$ cat src/design/pru_pkg.sv
// Shared types and constants for the capture-record UDP payload extractor.
// No dependencies; imported by every module of the block.
package pru_pkg;

    localparam int MAX_PACKET_BYTES_DEF = 65536;

    localparam int TIME_W     = 42;
    localparam int LEN_W      = 17;
    localparam int STRIP_W    = 7;
    localparam int S_TDATA_W  = 8;
    localparam int S_TUSER_W  = 1;
    localparam int M_TDATA_W  = 72;
    localparam int M_TUSER_W  = 4;

    // Byte positions inside the captured frame
    localparam int ETYPE_HI_POS  = 12;
    localparam int ETYPE_LO_POS  = 13;
    localparam int ETH_HDR_BYTES = 6 + 6 + 2;
    localparam int UDP_HDR_BYTES = 8;
    localparam int PROTO_POS     = 23;
    localparam int IHL_MIN       = 5;

    localparam logic [15:0] ETHERTYPE_IPV4 = 16'h0800;
    localparam logic [7:0]  PROTO_UDP      = 8'd17;

    // Record header: index of its last byte
    localparam logic [3:0] HDR_LAST_POS = 4'd15;

    // floor(us / 1000) == ((us >> 3) * USEC_DIV_MULT) >> USEC_DIV_SHIFT for 32-bit us
    localparam logic [29:0] USEC_DIV_MULT  = 30'd549755814;
    localparam int          USEC_DIV_SHIFT = 36;
    localparam logic [9:0]  MS_PER_SEC     = 10'd1000;

    typedef enum logic [2:0] {
        ST_OK        = 3'd0,
        ST_SKIPPED   = 3'd1,
        ST_TOO_LARGE = 3'd2,
        ST_NOT_UDP   = 3'd3,
        ST_SHORT     = 3'd4,
        ST_CAP_END   = 3'd5
    } t_status;

    typedef struct packed {
        logic              byte_valid;
        logic [7:0]        payload_byte;
        logic              last_of_record;
        t_status           record_status;
        logic [TIME_W-1:0] time_ms;
        logic [LEN_W-1:0]  payload_length;
    } t_result;

    typedef struct packed {
        logic failed;
        logic in_header;
    } t_pru_status;

endpackage

$ cat src/design/pru_time_conv.sv
// Record timestamp to milliseconds: seconds*1000 + microseconds/1000.
// Two register stages; uses pru_pkg constants.
module pru_time_conv
    import pru_pkg::*;
(
    input  logic              i_clk,
    input  logic [31:0]       i_sec,
    input  logic [31:0]       i_usec,
    output logic [TIME_W-1:0] o_time_ms
);

    logic [TIME_W-1:0] r_sec_ms;
    logic [58:0]       r_usec_prod;
    logic [TIME_W-1:0] r_time_ms;
    logic [TIME_W-1:0] n_sec_ms;
    logic [58:0]       n_usec_prod;

    assign n_sec_ms    = {10'b0, i_sec} * {32'b0, MS_PER_SEC};
    // divide by 1000 as a divide by 8 followed by a reciprocal multiply for 125
    assign n_usec_prod = {30'b0, i_usec[31:3]} * {29'b0, USEC_DIV_MULT};

    always_ff @(posedge i_clk) begin
        r_sec_ms    <= n_sec_ms;
        r_usec_prod <= n_usec_prod;
        r_time_ms   <= r_sec_ms + {19'b0, r_usec_prod[58:USEC_DIV_SHIFT]};
    end

    assign o_time_ms = r_time_ms;

endmodule

$ cat src/design/pru_parser.sv
// Record parser: header capture, Ethernet/IPv4/UDP checks, payload selection
// and the result register. Uses pru_pkg types; time comes from pru_time_conv.
module pru_parser
    import pru_pkg::*;
#(
    parameter int MAX_PACKET_BYTES = MAX_PACKET_BYTES_DEF
) (
    input  logic              i_clk,
    input  logic              i_rst_n,
    input  logic              i_link_eth,
    input  logic              i_in_valid,
    input  logic [7:0]        i_in_byte,
    input  logic              i_in_end,
    input  logic              i_out_ready,
    input  logic [TIME_W-1:0] i_time_ms,
    output logic              o_fire,
    output logic [31:0]       o_sec,
    output logic [31:0]       o_usec,
    output logic              o_out_valid,
    output t_result           o_result,
    output t_pru_status       o_status
);

    localparam int POS_W = $clog2(MAX_PACKET_BYTES + 1);

    logic               r_hdr, n_hdr;
    logic [POS_W-1:0]   r_pos, n_pos;
    logic [31:0]        r_sec, n_sec;
    logic [31:0]        r_usec, n_usec;
    logic [31:0]        r_caplen, n_caplen;
    logic [7:0]         r_eth_hi, n_eth_hi;
    logic [STRIP_W-1:0] r_strip, n_strip;
    logic               r_skip, n_skip;
    logic [POS_W-1:0]   r_emit, n_emit;
    logic               r_failed, n_failed;
    logic               r_out_v;
    t_result            r_out;

    logic               fire;
    logic               res_v;
    t_result            res;
    logic [3:0]         hp;
    logic [POS_W-1:0]   p1;
    logic [POS_W-1:0]   emit1;
    logic               last;
    logic [STRIP_W-1:0] strip_new;
    logic [STRIP_W-1:0] strip_eff;
    logic               at_ihl;
    logic               skip_now;
    logic               do_emit;

    assign fire = i_in_valid && (!r_out_v || i_out_ready);

    assign hp        = r_pos[3:0];
    assign p1        = r_pos + 1'b1;
    assign emit1     = r_emit + 1'b1;
    assign last      = (32'(p1) == r_caplen);
    assign at_ihl    = (r_pos == POS_W'(ETH_HDR_BYTES));
    assign strip_new = STRIP_W'(ETH_HDR_BYTES + UDP_HDR_BYTES)
                     + STRIP_W'({i_in_byte[3:0], 2'b00});
    assign strip_eff = at_ihl ? strip_new : r_strip;
    assign skip_now  = r_skip || ((r_pos == POS_W'(ETYPE_LO_POS))
                     && ({r_eth_hi, i_in_byte} != ETHERTYPE_IPV4));

    always_comb begin
        n_hdr    = r_hdr;
        n_pos    = r_pos;
        n_sec    = r_sec;
        n_usec   = r_usec;
        n_caplen = r_caplen;
        n_eth_hi = r_eth_hi;
        n_strip  = r_strip;
        n_skip   = r_skip;
        n_emit   = r_emit;
        n_failed = r_failed;
        res_v    = 1'b0;
        res      = '0;
        do_emit  = 1'b0;

        if (!r_failed) begin
            if (r_hdr) begin
                if (i_in_end) begin
                    res_v              = 1'b1;
                    res.last_of_record = 1'b1;
                    if (r_pos == '0) begin
                        res.record_status = ST_CAP_END;
                    end else begin
                        res.record_status = ST_SHORT;
                        n_failed          = 1'b1;
                    end
                end else begin
                    case (hp[3:2])
                        2'd0:    n_sec[8*hp[1:0] +: 8]    = i_in_byte;
                        2'd1:    n_usec[8*hp[1:0] +: 8]   = i_in_byte;
                        2'd2:    n_caplen[8*hp[1:0] +: 8] = i_in_byte;
                        default: ;
                    endcase
                    if (hp != HDR_LAST_POS) begin
                        n_pos = p1;
                    end else begin
                        n_hdr    = 1'b0;
                        n_pos    = '0;
                        n_emit   = '0;
                        n_strip  = '0;
                        n_skip   = 1'b0;
                        n_eth_hi = '0;
                        if (r_caplen > 32'(MAX_PACKET_BYTES)) begin
                            res_v              = 1'b1;
                            res.last_of_record = 1'b1;
                            res.record_status  = ST_TOO_LARGE;
                            res.time_ms        = i_time_ms;
                            n_failed           = 1'b1;
                        end else if (r_caplen == '0) begin
                            res_v              = 1'b1;
                            res.last_of_record = 1'b1;
                            res.time_ms        = i_time_ms;
                            if (i_link_eth) begin
                                res.record_status = ST_SHORT;
                                n_failed          = 1'b1;
                            end else begin
                                res.record_status = ST_OK;
                                n_hdr             = 1'b1;
                            end
                        end
                    end
                end
            end else if (i_in_end) begin
                res_v              = 1'b1;
                res.last_of_record = 1'b1;
                res.record_status  = ST_SHORT;
                res.time_ms        = i_time_ms;
                res.payload_length = LEN_W'(r_emit);
                n_failed           = 1'b1;
            end else begin
                n_pos = p1;
                if (!i_link_eth) begin
                    do_emit = 1'b1;
                end else begin
                    if (r_pos == POS_W'(ETYPE_HI_POS)) begin
                        n_eth_hi = i_in_byte;
                    end
                    n_skip = skip_now;
                    if (skip_now) begin
                        // drop the record body, report once at its last byte
                        if (last) begin
                            res_v              = 1'b1;
                            res.last_of_record = 1'b1;
                            res.record_status  = ST_SKIPPED;
                            res.time_ms        = i_time_ms;
                            n_hdr              = 1'b1;
                            n_pos              = '0;
                        end
                    end else if (at_ihl && (i_in_byte[3:0] < 4'(IHL_MIN))) begin
                        res_v              = 1'b1;
                        res.last_of_record = 1'b1;
                        res.record_status  = ST_SHORT;
                        res.time_ms        = i_time_ms;
                        n_failed           = 1'b1;
                    end else begin
                        n_strip = strip_eff;
                        if ((r_pos == POS_W'(PROTO_POS)) && (i_in_byte != PROTO_UDP)) begin
                            res_v              = 1'b1;
                            res.last_of_record = 1'b1;
                            res.record_status  = ST_NOT_UDP;
                            res.time_ms        = i_time_ms;
                            n_failed           = 1'b1;
                        end else if ((strip_eff != '0)
                                     && (32'(r_pos) >= 32'(strip_eff))) begin
                            do_emit = 1'b1;
                        end else if (last) begin
                            res_v              = 1'b1;
                            res.last_of_record = 1'b1;
                            res.time_ms        = i_time_ms;
                            if ((strip_eff != '0) && (32'(p1) == 32'(strip_eff))) begin
                                res.record_status = ST_OK;
                                n_hdr             = 1'b1;
                                n_pos             = '0;
                            end else begin
                                res.record_status = ST_SHORT;
                                n_failed          = 1'b1;
                            end
                        end
                    end
                end
                if (do_emit) begin
                    n_emit           = emit1;
                    res_v            = 1'b1;
                    res.byte_valid   = 1'b1;
                    res.payload_byte = i_in_byte;
                    if (last) begin
                        res.last_of_record = 1'b1;
                        res.record_status  = ST_OK;
                        res.time_ms        = i_time_ms;
                        res.payload_length = LEN_W'(emit1);
                        n_hdr              = 1'b1;
                        n_pos              = '0;
                    end
                end
            end
        end
    end

    always_ff @(posedge i_clk) begin
        if (!i_rst_n) begin
            r_hdr    <= 1'b1;
            r_pos    <= '0;
            r_strip  <= '0;
            r_skip   <= 1'b0;
            r_emit   <= '0;
            r_failed <= 1'b0;
            r_eth_hi <= '0;
            r_out_v  <= 1'b0;
        end else begin
            if (fire) begin
                r_hdr    <= n_hdr;
                r_pos    <= n_pos;
                r_strip  <= n_strip;
                r_skip   <= n_skip;
                r_emit   <= n_emit;
                r_failed <= n_failed;
                r_eth_hi <= n_eth_hi;
                r_out_v  <= res_v;
            end else if (i_out_ready) begin
                r_out_v  <= 1'b0;
            end
        end
    end

    // stamps, length and result payload carry no reset
    always_ff @(posedge i_clk) begin
        if (fire) begin
            r_sec    <= n_sec;
            r_usec   <= n_usec;
            r_caplen <= n_caplen;
            if (res_v) begin
                r_out <= res;
            end
        end
    end

    assign o_fire      = fire;
    assign o_sec       = r_sec;
    assign o_usec      = r_usec;
    assign o_out_valid = r_out_v;
    assign o_result    = r_out;
    assign o_status    = '{failed: r_failed, in_header: r_hdr};

endmodule

$ cat src/design/pcap_record_udp_payload_extractor.sv
// Top level of the capture-record UDP payload extractor.
// Depends on pru_pkg, pru_parser and pru_time_conv.
// Usage:
//   Slave stream: one byte of the capture-record stream (the part after the
//   global header) per transfer on i_s_tdata; i_s_tuser[0] set means no byte,
//   the capture has ended. Master stream: one result per transfer; payload
//   bytes with tuser[0] set, and a final result per record (tlast) carrying
//   status, time in milliseconds and payload length.
//   Config stream: i_cfg_data selects Ethernet decapsulation (1, reset value)
//   or raw pass-through (0). Write it only while the block is idle.
// Timing:
//   An input transfer lands in an input register and is parsed from there; its
//   result, if any, goes to the master-side result register. One byte per cycle
//   is sustained while i_m_tready is high; the single parse stage sets it.
//   The millisecond stamp comes from a two-stage unit fed by the header fields.
// Reset and stall:
//   Synchronous active-low reset returns to the start of a record header and
//   clears the failed state. When i_m_tready is low the result register holds
//   and one more input byte is buffered, then o_s_tready drops. After a fatal
//   status the block consumes input and gives no result until reset.
module pcap_record_udp_payload_extractor
    import pru_pkg::*;
#(
    parameter int MAX_PACKET_BYTES = MAX_PACKET_BYTES_DEF
) (
    input  logic                 i_clk,
    input  logic                 i_rst_n,
    input  logic                 i_s_tvalid,
    output logic                 o_s_tready,
    input  logic [S_TDATA_W-1:0] i_s_tdata,   // [7:0] stream_byte
    input  logic [S_TUSER_W-1:0] i_s_tuser,   // [0] capture_end
    output logic                 o_m_tvalid,
    input  logic                 i_m_tready,
    output logic [M_TDATA_W-1:0] o_m_tdata,   // [7:0] payload_byte, [49:8] time_ms,
                                              // [66:50] payload_length, [71:67] zero
    output logic                 o_m_tlast,   // last_of_record
    output logic [M_TUSER_W-1:0] o_m_tuser,   // [0] byte_valid, [3:1] record_status
    input  logic                 i_cfg_valid,
    output logic                 o_cfg_ready,
    input  logic                 i_cfg_data   // link_is_ethernet
);

    logic              r_link_eth;
    logic              r_in_v;
    logic [7:0]        r_in_byte;
    logic              r_in_end;
    logic              fire;
    logic              s_accept;
    logic [31:0]       sec;
    logic [31:0]       usec;
    logic [TIME_W-1:0] time_ms;
    logic              out_valid;
    t_result           result;
    t_pru_status       status;

    assign o_cfg_ready = 1'b1;
    assign o_s_tready  = !r_in_v || fire;
    assign s_accept    = i_s_tvalid && o_s_tready;

    always_ff @(posedge i_clk) begin
        if (!i_rst_n) begin
            r_link_eth <= 1'b1;
            r_in_v     <= 1'b0;
        end else begin
            if (i_cfg_valid && o_cfg_ready) begin
                r_link_eth <= i_cfg_data;
            end
            if (s_accept) begin
                r_in_v <= 1'b1;
            end else if (fire) begin
                r_in_v <= 1'b0;
            end
        end
    end

    always_ff @(posedge i_clk) begin
        if (s_accept) begin
            r_in_byte <= i_s_tdata[7:0];
            r_in_end  <= i_s_tuser[0];
        end
    end

    pru_parser #(
        .MAX_PACKET_BYTES(MAX_PACKET_BYTES)
    ) u_parser (
        .i_clk      (i_clk),
        .i_rst_n    (i_rst_n),
        .i_link_eth (r_link_eth),
        .i_in_valid (r_in_v),
        .i_in_byte  (r_in_byte),
        .i_in_end   (r_in_end),
        .i_out_ready(i_m_tready),
        .i_time_ms  (time_ms),
        .o_fire     (fire),
        .o_sec      (sec),
        .o_usec     (usec),
        .o_out_valid(out_valid),
        .o_result   (result),
        .o_status   (status)
    );

    pru_time_conv u_time_conv (
        .i_clk    (i_clk),
        .i_sec    (sec),
        .i_usec   (usec),
        .o_time_ms(time_ms)
    );

    assign o_m_tvalid = out_valid;
    assign o_m_tlast  = result.last_of_record;
    assign o_m_tuser  = {result.record_status, result.byte_valid};
    assign o_m_tdata  = {5'b0, result.payload_length, result.time_ms, result.payload_byte};

    // A result without a payload byte always closes a record or the stream
    a_nobyte_is_last: assert property (@(posedge i_clk) disable iff (!i_rst_n)
        o_m_tvalid && !o_m_tuser[0] |-> o_m_tlast)
        else $error("result without byte is not last");

    // Mid-record results carry no status, time or length
    a_mid_clean: assert property (@(posedge i_clk) disable iff (!i_rst_n)
        o_m_tvalid && !o_m_tlast |->
            (o_m_tuser[3:1] == ST_OK) && (o_m_tdata[66:8] == '0))
        else $error("non-last result carries record fields");

    // Entering the failed state always comes with a final fatal result
    a_fail_reported: assert property (@(posedge i_clk) disable iff (!i_rst_n)
        $rose(status.failed) |-> o_m_tvalid && o_m_tlast && !o_m_tuser[0]
            && ((o_m_tuser[3:1] == ST_TOO_LARGE) || (o_m_tuser[3:1] == ST_NOT_UDP)
                || (o_m_tuser[3:1] == ST_SHORT)))
        else $error("failure without fatal result");

    // Once failed and drained, nothing more comes out
    a_fail_silent: assert property (@(posedge i_clk) disable iff (!i_rst_n)
        status.failed && !o_m_tvalid |=> !o_m_tvalid)
        else $error("result after failure");

endmodule
$ cat config.mk
export PLATFORM = sky130hd
export DESIGN_NAME = pcap_record_udp_payload_extractor
export DESIGN_NICKNAME = d
export VERILOG_FILES = /design/src/design/pru_pkg.sv /design/src/design/pru_time_conv.sv /design/src/design/pru_parser.sv /design/src/design/pcap_record_udp_payload_extractor.sv
export SDC_FILE = /design/constraint.sdc
export NUM_CORES = 2
export LEC_CHECK = 0
export BUFFER_PORTS_ARGS = -buffer_cell sky130_fd_sc_hd__buf_4
export CAP_MARGIN = 20
export CORE_MARGIN = 2
export CORE_UTILIZATION = 40
export CTS_BUF_LIST = sky130_fd_sc_hd__clkbuf_2 sky130_fd_sc_hd__clkbuf_4 sky130_fd_sc_hd__clkbuf_8
export DETAILED_ROUTE_END_ITERATION = 10
export PLACE_DENSITY = 0.66
export SLEW_MARGIN = 20
export SYNTH_ARGS = -nofsm -noshare
export SYNTH_HDL_FRONTEND = slang
export SYNTH_SLANG_ARGS = --single-unit
export TNS_END_PERCENT = 50
$ cat constraint.sdc
create_clock -name i_clk -period 8.9 [get_ports i_clk]
set_input_delay 0.445 -clock i_clk [delete_from_list [all_inputs] [get_ports i_clk]]
set_output_delay 0.445 -clock i_clk [all_outputs]
set_load 0.005 [all_outputs]
Yosys cells after proc, flatten, opt, wreduce, memory -nomap -nowiden. Cells that the tools add are included.

Register bits after elaboration: 371. Bits of input ports: 15. Output and inout bits: 80. Word-level logic and storage cells: 205.

$add $sub $neg: 5. Multiply operators: 2. Order comparisons: 3. Equal/unequal tests: 14. Shift operators: 2. Muxes and demuxes: 118. Bitwise operators: 3. Reductions and logical operators: 34.

Operator list (count): $mux 46 (11); $mux 17 (19); $mux 63 (2); $bwmux 32 (3); $mux 72 (1); $mux 1 (64); $mul 29x29->58 const B (1); $mux 7 (8); $eq 17x4->1 const B (3); $mux 8 (6); $add 42x23->42 (1); $mux 42 (1); $mul 32x7->39 const B (1); $add 17x1->17 const B (2); $neg 5->34 (1); $shift 8x34->32 const A (1); $shiftx 8x34->32 (1); $eq 17x32->1 (1); $gt 32x17->1 const B (1); $logic_not 32->1 (1); $reduce_and 5->1 (5); $eq 17x5->1 const B (1); $eq 17x7->1 (1); $ge 17x7->1 (1); other kinds (26) (44).

Depth between registers and ports, before layout.
Depth after elaboration: 17. Mapped depth: 25. Mapped depth without buffers: 25.

By module. From an unflattened synthesis, not the netlist that was laid out.

Cell total of the unflattened synthesis: 3282. Area, all modules: 33315.7 sq um.

Modules (own cells, without submodules): pru_time_conv (instances 1, cells each 2227, area an instance 21938.5 sq um, sequential area each 2082.0 sq um); pru_parser (instances 1, cells each 1030, area an instance 10963.0 sq um, sequential area each 6105.9 sq um); pcap_record_udp_payload_extractor (instances 1, cells each 25, area an instance 414.1 sq um, sequential area each 310.3 sq um).

Worst setup path after synthesis. OpenSTA, ideal clock, no wires.

Kind: register to register. From: reg u_parser.r_usec[11] (netlist: u_parser.o_usec[11]). To: reg u_time_conv.r_usec_prod[57]. Setup time: 121 ps. Arrival: 6939 ps. Required time: 8779 ps. Path slack: 1840 ps. Stages on the path, launching flop included: 26. Buffers on the path: 0. Period minus slack after synthesis: 7060 ps. Cells stage by stage: edfxtp_1 -> ha_1 -> fa_1 -> fa_1 -> inv_1 -> fa_1 -> inv_1 -> fa_1 -> inv_1 -> fa_1 -> inv_1 -> fa_1 -> inv_1 -> fa_1 -> inv_1 -> ha_1 -> nand4_1 -> a2111oi_0 -> o311a_1 -> o211ai_1 -> a21oi_1 -> a211oi_1 -> o31a_1 -> a311oi_1 -> o22ai_1 -> xnor2_1.

Word-level cells in the longest chain between the ends: 1.

RTL lines: from (decl) (RTL line pru_parser.sv:29) `logic [31:0] r_usec, n_usec;`; from (signal assigned) (RTL line pru_parser.sv:233) `r_usec <= n_usec;`; $mul 29x29->58 (RTL line pru_time_conv.sv:20) `assign n_usec_prod = {30'b0, i_usec[31:3]} * {29'b0, USEC_DIV_MULT};`; net u_time_conv.n_usec_prod[57] (RTL line pru_time_conv.sv:16) `logic [58:0] n_usec_prod;`; to (signal assigned) (RTL line pru_time_conv.sv:24) `r_usec_prod <= n_usec_prod;`; to (decl) (RTL line pru_time_conv.sv:13) `logic [58:0] r_usec_prod;`.

The timed path passes the listed nets, and every way through them passes these cells. A chain may end at the register's enable or synchronous reset.

Worst setup path in the final report.
From: reg u_parser.r_usec[13] (netlist: u_parser.o_usec[13]). To: reg u_time_conv.r_usec_prod[57].

The elaborated chain is that of the path after synthesis.

==> run metrics <==
DR pass1 iterations=5; Post-synth EDFFs=174; Area growth syn-to-layout=9.75%; Reg power frac=46.6%; setup slack, reg-to-reg=0.71 ns; Final #Nets=4,028; final setup skew=0.0603 ns; Clk Latency, worst-skew pair=0.68 ns; Routed Antenna Nets=0; Buffers on Ports=88; WL/cell=16.9 um; residual DRC count=0; DR vias/cell=4.98; Fill cells=7,507; CTS H-tree depth=2; critical path fanouts, max=11; GRT overflow=0; CP Data Arrival Time=8.71 ns; maximum clock frequency=122 MHz; cell taking the most area after synthesis=fa_1; critical path class=flip-flop to flip-flop; post-route cell area=35,000 sq um; via count=21,115; synth unique cells=88; final WL=71.6 mm; die area=81,900 sq um; CTS Root Cell=clkbuf_8; sw frac=27.3%; Critical Path Start Type=flip-flop; YS warnings=0; Resized cells post-CTS=0; outcome=complete, no violations; Post-Place Setup Slack=0.805 ns; synth top area cells=fa_1 (24%), ha_1 (19%), edfxtp_1 (16%), dfxtp_1 (10%), inv_1 (7.5%); CTS tree=yes; Max-Cap Viols=0; core region area=78,900 sq um; Ports=95; internal power=0.00268 W; FF-to-FF path depth=23; vias in the first global route=21,845; Clock Path Buffers=3; DIE HEIGHT=286 um; Final Critical Period=8.19 ns; Util after Layout=44.3%; setup violators final=0; hpwl dp=58.0 mm; GRT Total Usage=17.9%; hold path cells=3; register bit total from synthesis=333; WHS Endpoint=u_parser.o_out_valid; Worst R2R End=u_time_conv.r_usec_prod[57]; Die Wd=286 um; Routability Congestion=0.949; ratio of cells with drive above 1 in the final layout=6.71%; Comb power frac=14.0%; Synth Flop Type=edfxtp_1; P_leak=17.3 nW; ys async rst share=0%; Syn Std Cell Area=31,900 sq um; Worst Tran Pin Value=1.22 ns; Worst-path clk slew=0.07 ns; initial antenna violation count=0; Slew Limit Headroom=17.9%; Hold Vio Cnt, Final=0; Hold Crit Start=i_m_tready; CP endpoint kind=flip-flop; Final Cycle Share=92.1%; Num CTS Buffers=55; Worst Slack Setup Final=0.706 ns; TNS Setup=0 ns; first-pass GRT wire length=116 mm; largest net degree at the start of global routing=58; # diodes=0; hold crit path type=input pin to flip-flop; data required time of the worst path=9.41 ns; Post-DP Area=33,700 sq um; Cells after Synth=3,025; PD cells=105 nW/um^2; share of the synthesized area in the top cell type=24.1%; RSZ-0062 raised after global routing=false; initial drt markers=1,184; Row Count=103; Initial Util=40.4%; Slew Limit Fails=0; switching power=0.00101 W; Clock power frac=39.3%; register area share after synthesis=26.4%; Avg Cell Area, Syn=10.5 sq um; Worst VDD drop=92.5 uV; # clock sinks=333; RR Startpoint=u_parser.o_usec[13]
[worst max-delay path, cell delays in order, from the launching register on]
cell       delay (ns)
edfxtp_1         0.73
ha_1             0.37
fa_1             0.41
fa_1             0.56
inv_1            0.06
fa_1             0.52
inv_1            0.05
fa_1             0.54
fa_1             0.45
fa_1             0.55
inv_1            0.06
fa_1             0.54
inv_1            0.05
ha_1             0.32
nand4_1          0.11
a2111oi_0        0.55
o311a_1          0.34
o211ai_1         0.20
a21oi_1          0.32
a211oi_1         0.14
o31a_1           0.39
a311oi_1         0.41
o22ai_1          0.21
xnor2_1          0.16
[power groups by stage]
| stage | clock network [W] | logic [W] | registers [W] |
|---|---|---|---|
| after floorplan | 0 | 0.000392 | 0.00174 |
| after CTS | 0.00149 | 0.000519 | 0.00172 |
| final | 0.00145 | 0.000517 | 0.00172 |
| after detailed placement | 0 | 0.000510 | 0.00175 |
| after global routing | 0.00156 | 0.000589 | 0.00173 |
| after global placement | 0 | 0.000505 | 0.00175 |
[layout by cell type, fill, tap and decap left out, types with 19 or more instances in the layout]
cell      netlist  routed
a211oi_1       19      19
a21o_1         35      35
a21oi_1       116     116
and2_1        105     105
and3_1         33      33
buf_4           8      97
clkbuf_8        0      57
dfxtp_1       159     158
edfxtp_1      174     174
fa_1          384     384
ha_1          489     489
inv_1         640     639
nand2_1        73      73
nand2b_1       23      23
nand3_1        50      50
nor2_1        135     135
nor2b_1        20      20
nor3_1         40      40
nor4_1         20      20
o21ai_0        95      95
or3_1          27      27
xnor2_1        90      90
xor2_1         36      36
[registers in the layout, indices dropped and copies added, names as in the netlist]
register and count:
r_in_byte 8, r_in_end 1, r_in_v 1, r_link_eth 1
u_parser.o_out_valid 1, u_parser.o_result 72, u_parser.o_sec 32, u_parser.o_usec 29
u_parser.r_caplen 32, u_parser.r_emit 17, u_parser.r_eth_hi 8, u_parser.r_failed 1
u_parser.r_hdr 1, u_parser.r_pos 17, u_parser.r_skip 1, u_parser.r_strip 7
u_time_conv.o_time_ms 42, u_time_conv.r_sec_ms 39, u_time_conv.r_usec_prod 23
[layout make-up]
class	count	area (sq um)	share of cell area (%)
flip-flops and latches	333	8410	24.1
clock buffers	67	860	2.46
well taps	1050	1310	3.76
multi-input cells	2001	20800	59.5
repair buffers	109	848	2.43
clock inverters	37	312	0.891
inverters	640	2400	6.88
[worst max-delay path by stage]
stage,endpoint,start,depth (start not counted),slack (ns)
after CTS,u_time_conv.r_usec_prod[57],u_parser.o_usec[13],23,0.72
after global placement,u_time_conv.r_usec_prod[57],u_parser.o_usec[10],25,0.90
after global routing,u_time_conv.r_usec_prod[55],u_parser.o_usec[13],23,0.44
after floorplan,u_time_conv.r_usec_prod[57],u_parser.o_usec[11],25,1.84
final,u_time_conv.r_usec_prod[57],u_parser.o_usec[13],23,0.71
after detailed placement,u_time_conv.r_usec_prod[57],u_parser.o_usec[13],23,0.81
[through the flow]
stage / instances / power, W / hold slack (ns)
final: 4237 / 0.00369 / 0.0947
after global routing: 4237 / 0.00387 / 0.0922
after CTS: 4237 / 0.00373 / 0.0597
after detailed placement: 4121 / 0.00226 / 0.312
after global placement: 4120 / 0.00226 / 0.312
after floorplan: 3029 / 0.00213 / 0.310
[cell usage after synthesis, drive strengths merged (27+ instances only)]
cell type / instances
clkbuf: 32
a21o: 35
xnor2: 90
dfxtp: 159
nand2: 74
xor2: 36
fa: 384
ha: 489
nor3: 41
edfxtp: 174
o21ai: 98
or3: 27
a21oi: 117
nor2: 136
and3: 34
nand3: 50
and2: 105
inv: 640
[cells by family after synthesis]
| family | after synthesis | synth area share, % |
|---|---|---|
| other cells | 2 | 0.0236 |
| flops | 333 | 26.4 |
| xor+xnor | 129 | 3.68 |
| buf+inv | 695 | 8.36 |
| simple gates | 608 | 10.6 |
| fa+ha+maj | 873 | 43.3 |
| compound gates | 376 | 7.37 |
| mux | 9 | 0.283 |
[timing repair]
action	4_1_cts	5_1_grt
setup endpoints to repair	0	0
hold endpoints to repair	11	0
buffers inserted	0	0
hold buffers	12	0
[per-layer routing]
metal	share of wire [%]	routed length, um	vias to the layer above	global-route usage, %
li1	-	-	10197	-
met1	46	33200	10346	24.8
met2	46	32900	488	29.0
met3	5.8	4120	84	3.31
met4	1.9	1350	0	4.12
met5	0	0	-	0
No activity file was read; power rests on OpenSTA's default activity.
